$ cat src/sv/qbgp_pkg.sv
// Shared types, constants, weight table and rounding helpers for the quad grid point generator.
`timescale 1ns / 1ps

package qbgp_pkg;

  localparam int MAX_GRID_SIDE = 8;
  localparam int FRAC_BITS     = 16;
  localparam int COORD_W       = 24;
  localparam int CFG_W         = 4;
  localparam int NUM_CORNERS   = 4;
  localparam int NUM_AXES      = 3;
  localparam int IDX_W         = $clog2(MAX_GRID_SIDE);
  localparam int WEIGHT_W      = FRAC_BITS;
  localparam int PROD_W        = COORD_W + FRAC_BITS + 2;

  localparam logic [FRAC_BITS:0]         ONE  = (FRAC_BITS + 1)'(1) << FRAC_BITS;
  localparam logic signed [PROD_W-1:0]   HALF = PROD_W'(1) << (FRAC_BITS - 1);

  typedef logic signed [COORD_W-1:0] coord_t;
  typedef logic signed [PROD_W-1:0]  prod_t;
  typedef logic [IDX_W-1:0]          idx_t;
  typedef logic [WEIGHT_W-1:0]       weight_t;

  typedef struct packed {
    idx_t row;
    idx_t col;
    logic last;
  } point_tag_t;

  typedef struct packed {
    logic       valid;
    point_tag_t tag;
    weight_t    wx;
    weight_t    wy;
  } issue_t;

  // floor((k+1) * 2^FRAC_BITS / (m+1)); row is m-1, column is k
  localparam weight_t WEIGHT_TABLE [MAX_GRID_SIDE][MAX_GRID_SIDE] = '{
    '{16'd32768, 16'd0,     16'd0,     16'd0,     16'd0,     16'd0,     16'd0,     16'd0},
    '{16'd21845, 16'd43690, 16'd0,     16'd0,     16'd0,     16'd0,     16'd0,     16'd0},
    '{16'd16384, 16'd32768, 16'd49152, 16'd0,     16'd0,     16'd0,     16'd0,     16'd0},
    '{16'd13107, 16'd26214, 16'd39321, 16'd52428, 16'd0,     16'd0,     16'd0,     16'd0},
    '{16'd10922, 16'd21845, 16'd32768, 16'd43690, 16'd54613, 16'd0,     16'd0,     16'd0},
    '{16'd9362,  16'd18724, 16'd28086, 16'd37449, 16'd46811, 16'd56173, 16'd0,     16'd0},
    '{16'd8192,  16'd16384, 16'd24576, 16'd32768, 16'd40960, 16'd49152, 16'd57344, 16'd0},
    '{16'd7281,  16'd14563, 16'd21845, 16'd29127, 16'd36408, 16'd43690, 16'd50972, 16'd58254}
  };

  // Coordinate times an unsigned weight in [0, ONE]
  function automatic prod_t scale(input coord_t c, input logic [FRAC_BITS:0] w);
    prod_t ce;
    prod_t we;
    ce = PROD_W'(c);
    we = PROD_W'($signed({1'b0, w}));
    return ce * we;
  endfunction

  // Sum two weighted terms, round half up, shift back to Q7.16
  function automatic coord_t blend_round(input prod_t p0, input prod_t p1);
    prod_t acc;
    acc = p0 + p1 + HALF;
    return acc[FRAC_BITS +: COORD_W];
  endfunction

endpackage

$ cat src/sv/qbgp_sequencer.sv
// Quad latch, grid side register, row/column walker: one point per cycle unless stalled.
`timescale 1ns / 1ps

module qbgp_sequencer import qbgp_pkg::*; (
  input  logic             clk,
  input  logic             rst,
  input  logic             cfg_we,
  input  logic [CFG_W-1:0] cfg_data,
  input  logic             in_valid,
  output logic             in_ready,
  input  coord_t           corner_in [NUM_CORNERS][NUM_AXES],
  input  logic             advance,
  output issue_t           issue,
  output coord_t           corner [NUM_CORNERS][NUM_AXES]
);

  logic [CFG_W-1:0] grid_side;
  logic [CFG_W-1:0] side_dec;
  idx_t             side_eff;
  idx_t             side_last;
  idx_t             row;
  idx_t             col;
  logic             busy;
  logic             fire;
  logic             at_last;
  logic             accept;

  always_comb begin
    side_dec = grid_side - CFG_W'(1);
    if (grid_side == '0) begin
      side_eff = '0;
    end else if (grid_side > CFG_W'(MAX_GRID_SIDE)) begin
      side_eff = IDX_W'(MAX_GRID_SIDE - 1);
    end else begin
      side_eff = side_dec[IDX_W-1:0];
    end
  end

  assign at_last  = (row == side_last) && (col == side_last);
  assign fire     = busy && advance;
  // take the next quad while its predecessor's final point goes out
  assign in_ready = advance && (!busy || at_last);
  assign accept   = in_valid && in_ready;

  assign issue.valid    = fire;
  assign issue.tag.row  = row;
  assign issue.tag.col  = col;
  assign issue.tag.last = at_last;
  assign issue.wx       = WEIGHT_TABLE[side_last][col];
  assign issue.wy       = WEIGHT_TABLE[side_last][row];

  always_ff @(posedge clk) begin
    if (rst) begin
      grid_side <= CFG_W'(1);
    end else if (cfg_we) begin
      grid_side <= cfg_data;
    end
  end

  always_ff @(posedge clk) begin
    if (rst) begin
      busy      <= 1'b0;
      row       <= '0;
      col       <= '0;
      side_last <= '0;
    end else if (accept) begin
      busy      <= 1'b1;
      row       <= '0;
      col       <= '0;
      side_last <= side_eff;
    end else if (fire) begin
      if (at_last) begin
        busy <= 1'b0;
        row  <= '0;
        col  <= '0;
      end else if (col == side_last) begin
        col <= '0;
        row <= row + IDX_W'(1);
      end else begin
        col <= col + IDX_W'(1);
      end
    end
  end

  always_ff @(posedge clk) begin
    if (accept) begin
      corner <= corner_in;
    end
  end

endmodule

$ cat config.mk
export PLATFORM = sky130hd
export DESIGN_NAME = qbgp_sequencer
export DESIGN_NICKNAME = d
export VERILOG_FILES = /design/src/sv/qbgp_pkg.sv /design/src/sv/qbgp_sequencer.sv
export SDC_FILE = /design/constraint.sdc
export NUM_CORES = 1
export LEC_CHECK = 0
export ABC_AREA = 1
export BUFFER_PORTS_ARGS = -buffer_cell sky130_fd_sc_hd__buf_2
export CORE_AREA = 4 4 240 242
export DETAILED_ROUTE_END_ITERATION = 8
export DIE_AREA = 0 0 244 246
export GPL_TIMING_DRIVEN = 0
export HOLD_SLACK_MARGIN = 0.05
export PLACE_DENSITY = 0.54
export SLEW_MARGIN = 20
export SYNTH_ARGS = -nofsm -noshare
export SYNTH_HDL_FRONTEND = slang
export SYNTH_SLANG_ARGS = --single-unit
export TNS_END_PERCENT = 20
$ cat constraint.sdc
create_clock -name clk -period 7.1 [get_ports clk]
set_input_delay 0.71 -clock clk [delete_from_list [all_inputs] [get_ports clk]]
set_output_delay 0.71 -clock clk [all_outputs]
set_load 0.02 [all_outputs]
# [Word-level counts from Yosys, hierarchy flattened]
# Memories as Yosys holds them, arrays and structs flattened.
# Index checks and enable logic that the tools add are counted.
[classes] add_sub_neg=3 reduce_logical=13 n_bitwise=3 n_eq_ne=2 n_mux=17 order_cmp=4
[op_table] operator="two-way mux 128 bit" count=2
[op_table] operator="binary-select mux 16 bit (select 3 bit)" count=2
[op_table] operator="two-way mux 16 bit" count=4
[op_table] operator="two-way mux 3 bit" count=6
[op_table] operator=">= comparator 4 bit, second input constant" count=3
[op_table] operator="inverter 3 -> 4 bit" count=3
[op_table] operator="adder 3 x 1 -> 3 bit, second input constant" count=2
[op_table] operator="== test 3 bit" count=2
[op_table] operator="nonzero test 2 bit" count=3
[op_table] operator="greater-than comparator 4 bit, second input constant" count=1
[op_table] operator="logical AND 1 bit" count=4
[op_table] operator="zero test 4 bit" count=1
[op_table] operator="AND reduction 2 bit" count=2
[op_table] operator="two-way mux 1 bit" count=3
[op_table] operator="subtractor 3 x 1 -> 3 bit, second input constant" count=1
[op_table] operator="OR reduction 2 bit" count=1
[op_table] operator="zero test 1 bit" count=1
[op_table] operator="logical OR 1 bit" count=1
[totals] regBits=302 wordCells=60 romBits=1024 in_bits=297 memories=1
[mem_list] memory="(name not given)" depth=8 width=128 read_ports=1 rd_ports_with_merged_regs=0 write_ports=0 line="qbgp_sequencer.sv:50" text="assign issue.wy = WEIGHT_TABLE[side_last][row];"

# [Longest topological paths before layout]
[logic_depth] word_depth=7 mapped_depth=12 mapped_depth_nobuf=11

# [Worst setup path before layout]
# Ideal clock, no wire load.
[synth_path] kind="reg2reg" from="reg col[1]" to="reg corner[0] (netlist bit), enable pin" n_path_buf=1 slack_ns=-0.362 t_arrival_ns=6.823 t_required_ns=6.462 synth_period_minus_slack_ns=7.462 path_stages_with_launch=10 cell_sequence="dfxtp_1 > buf_2 > nand2_1 > nand2_1 > nand2_1 > nor2_2 > nand2_2 > nand2_4 > nand3_4 > inv_1"
[synth_between] elab_chain_cells=5
[synth_rtl] item="start, declared" line="qbgp_sequencer.sv:22" text="idx_t col;"
[synth_rtl] item="start signal, assigned" line="qbgp_sequencer.sv:80" text="col <= col + IDX_W'(1);"
[synth_rtl] item="== test 3 bit" line="qbgp_sequencer.sv:39" text="assign at_last = (row == side_last) && (col == side_last);"
[synth_rtl] item="logical AND 1 bit" line="qbgp_sequencer.sv:39"
[synth_rtl] item="logical OR 1 bit" line="qbgp_sequencer.sv:42" text="assign in_ready = advance && (!busy || at_last);"
[synth_rtl] item="logical AND 1 bit" line="qbgp_sequencer.sv:42"
[synth_rtl] item="logical AND 1 bit" line="qbgp_sequencer.sv:43" text="assign accept = in_valid && in_ready;"
[synth_rtl] item="named net accept" line="qbgp_sequencer.sv:26" text="logic accept;"
[synth_rtl] item="end signal, assigned" line="qbgp_sequencer.sv:87" text="corner <= corner_in;"
[synth_rtl] item="end, declared" line="qbgp_sequencer.sv:14" text="output coord_t corner [NUM_CORNERS][NUM_AXES]"
# The timed path passes the listed nets, and every way through them passes these cells.
# A chain may end at the register's enable or synchronous reset.

==> flow_metrics.py <==
metrics = {
    "outcome": {
        "status": "complete, no violations",
    },
    "layout": {
        "fill_cells": 5704,
        "layout.nets": 1679,
        "area_growth_pct": 50.6,
        "stdcell_area_um2": 16300,
        "drive_above_1_share": 0.512,
    },
    "yosys": {
        "synth_top_family_by_area": "simple AND/OR/NAND/NOR gates",
        "yosys_warnings": 0,
        "synth_fa_ha_area_frac": 0.0104,
        "ys_top_cells_by_area": "edfxtp_1, nand2_1, dfxtp_1",
        "avgSynthCellArea_um2": 15.5,
        "ys_types": 33,
        "netlist_instances": 699,
        "synth-seq-area-share": 0.825,
        "synth_compound_area_frac": 0.0555,
        "synth_nets": 1005,
        "synthArstFlopShare": 0,
        "synth-edff-count": 288,
        "synthMuxAreaShare": 0,
        "synthXorXnorAreaFrac": 0.000809,
        "yosys.area_share.simple": 0.0801,
        "synth_common_cells": "edfxtp_1, nand2_1, o21ai_0",
        "synth_top_area_frac": 0.799,
        "syn-cell-area_um2": 10800,
        "synth_area_leader_cell": "edfxtp_1",
        "yosysMostFrequentCell": "edfxtp_1",
        "ys_seq_elements": 302,
        "synth-main-ff-cell": "edfxtp_1",
    },
    "critical_path": {
        "crit_chain": "ha_1 -> nand2_1 -> inv_1 -> nand2_1 -> nand2_1 -> o22ai_1 -> o21ai_0 -> buf_4 -> buf_2",
        "cp-end-kind": "output port",
        "worstSetupPathType": "reg2out",
        "crit_required_ns": 6.39,
        "crit_slowest_cell": "dfxtp_1",
        "path_max_fanout": 9,
        "startpoint_type": "register",
        "crit_top_cell": "nand2_1",
        "crit_path_max_incr_delay_ns": 0.57,
        "cp.arrival_ns": 3.01,
    },
    "routing": {
        "dr.pass1.iters": 5,
        "wl_per_cell_um": 21.8,
        "routed_via_density": 4.04,
        "wl_um": 47200,
        "drc": 0,
        "drt_iter0_drc": 595,
        "drt.antenna.violating_nets": 0,
        "vias": 8724,
    },
    "die": {
        "io_pins": 626,
        "die_w_um": 244,
        "rows": 86,
        "die_y_um": 246,
        "die-area_um2": 60000,
        "start_util": 0.196,
        "core-area_um2": 55100,
    },
    "clock_network": {
        "root_buffer": "clkbuf_16",
        "postCtsHoldBufs": 0,
        "tritoncts": "yes",
        "post-cts-setup-buffers": 0,
        "clk_pin_slew_ns": 0.06,
        "clock_sinks": 302,
        "post_cts_resized": 0,
        "clk_latency_ns": 0.54,
        "cts_buffer_depth": 3,
        "cts_buffers": 38,
        "htreeDepth": 2,
    },
    "sta": {
        "worst-slew-pin-transition_ns": 0.541,
        "final.setup.tns_ns": 0,
        "finalSetupViolations": 0,
        "fmax_mhz": 269,
        "rsz0062_at_grt": "false",
        "drv_slew": 0,
        "hold_viol": 0,
        "fin_crit_ns": 3.72,
        "relSlewSlack": 0.639,
        "min_period_over_period": 0.524,
        "fin_skew_ns": 0.0156,
    },
    "grt": {
        "grt_max_degree": 38,
        "grt_usage": 0.147,
        "globalRouteOverflowTotal": 0,
        "antenna_found_initial": 36,
        "grt_first_pass_wirelength_um": 63900,
        "grt_pass1_vias": 8790,
    },
    "power": {
        "ir_worst_vdd_uv": 130,
        "powerDensity_nw_per_um2": 272,
        "combinationalPowerShare": 0.111,
        "p_switching_mw": 1.15,
        "swShare": 0.259,
        "power.leakage_nw": 7.05,
        "p_seq_frac": 0.471,
        "clockPowerShare": 0.417,
        "p_int_mw": 3.28,
    },
    "placement": {
        "placed_cell_area_um2": 15100,
        "numPortBuffers": 625,
        "hpwlAfterDp_um": 39000,
        "place.gp.congestion": 0.884,
    },
    "min_path": {
        "worstHoldPathType": "in2reg",
    },
    "job": {
        "drv_cap": 0,
    },
}
-- worst paths after layout --
kind         slack, ns            to      startpoint  cells past startpoint
min reg2reg       0.49  grid_side[3]    grid_side[3]                      2
max               3.38     issue[12]    side_last[0]                      9
min               0.34   corner[152]  corner_in[152]                      1
max reg2reg       4.07    corner[22]    side_last[0]                     12
-- power by group through the flow --
stage / clock, mW / sequential [mW] / combinational [mW]
finish: 1.85 / 2.09 / 0.493
global route: 2.02 / 2.09 / 0.530
CTS: 1.94 / 2.09 / 0.497
detailed placement: 0 / 2.13 / 0.496
global placement: 0 / 2.15 / 0.477
floorplan: 0 / 2.24 / 0.136
-- stage by stage --
stage,hold WS (ns),total power [mW],std cells,util,setup WS [ns]
floorplan,0.437,2.37,699,-,1.18
global placement,0.455,2.63,2072,0.270,-1.01
detailed placement,0.487,2.62,2081,0.274,4.01
CTS,0.288,4.52,2149,0.295,3.38
global route,0.300,4.64,2157,0.296,3.18
finish,0.340,4.43,2161,0.296,3.38
-- layout by cell type, fill, tap and decap left out, drive strengths merged, types with 3 or more instances in the layout --
| cell type | count |
|---|---|
| buf | 645 |
| edfxtp | 288 |
| nand2 | 135 |
| o21ai | 61 |
| clkbuf | 55 |
| inv | 51 |
| nor2 | 42 |
| nand3 | 22 |
| a21oi | 20 |
| clkinv | 19 |
| dfxtp | 14 |
| diode | 12 |
| ha | 9 |
| o211ai | 7 |
| nor3 | 5 |
| o221ai | 4 |
| nand4 | 4 |
| clkinvlp | 3 |
| a31oi | 3 |
| o22ai | 3 |
-- final cells by class --
| cell class | instances | area, um2 | share of cell area |
|---|---|---|---|
| Tap cell | 748 | 936 | 0.0574 |
| Sequential cell | 302 | 8930 | 0.548 |
| Antenna cell | 12 | 30.0 | 0.00184 |
| Timing Repair Buffer | 634 | 3310 | 0.203 |
| Clock buffer | 42 | 987 | 0.0606 |
| Inverter | 48 | 186 | 0.0114 |
| Multi-Input combinational cell | 325 | 1590 | 0.0975 |
| Buffer | 24 | 120 | 0.00737 |
| Clock inverter | 26 | 214 | 0.0131 |
-- routing by layer --
layer | GRT usage | wire, um | up-vias
met4 | 0.0449 | 1340 | 4
met2 | 0.255 | 23500 | 536
met1 | 0.170 | 17700 | 4156
met3 | 0.0540 | 4610 | 117
met5 | 0 | 24 | -
li1 | - | - | 3911
-- kinds of logic after synthesis --
| logic type | Yosys count |
|---|---|
| buffers and inverters | 72 |
| adders and majority gates | 9 |
| AOI/OAI and AO/OA | 106 |
| DFF | 302 |
| xor gates and xnor gates | 1 |
| and+or+nand+nor | 209 |
-- registers in the layout, summed over array words and instances, names as in the netlist --
signal	cells
busy	1
grid_side	4
corner	288
side_last	3
row	3
col	3
-- worst max-delay path, delay by kind of cell (launching register included) --
family | cells | cell delay, ns
AOI/OAI and AO/OA | 2 | 0.42
DFF | 1 | 0.57
buffers and inverters | 3 | 0.56
and+or+nand+nor | 3 | 0.49
adders and majority gates | 1 | 0.42
Power figures use the tool's default switching activity.
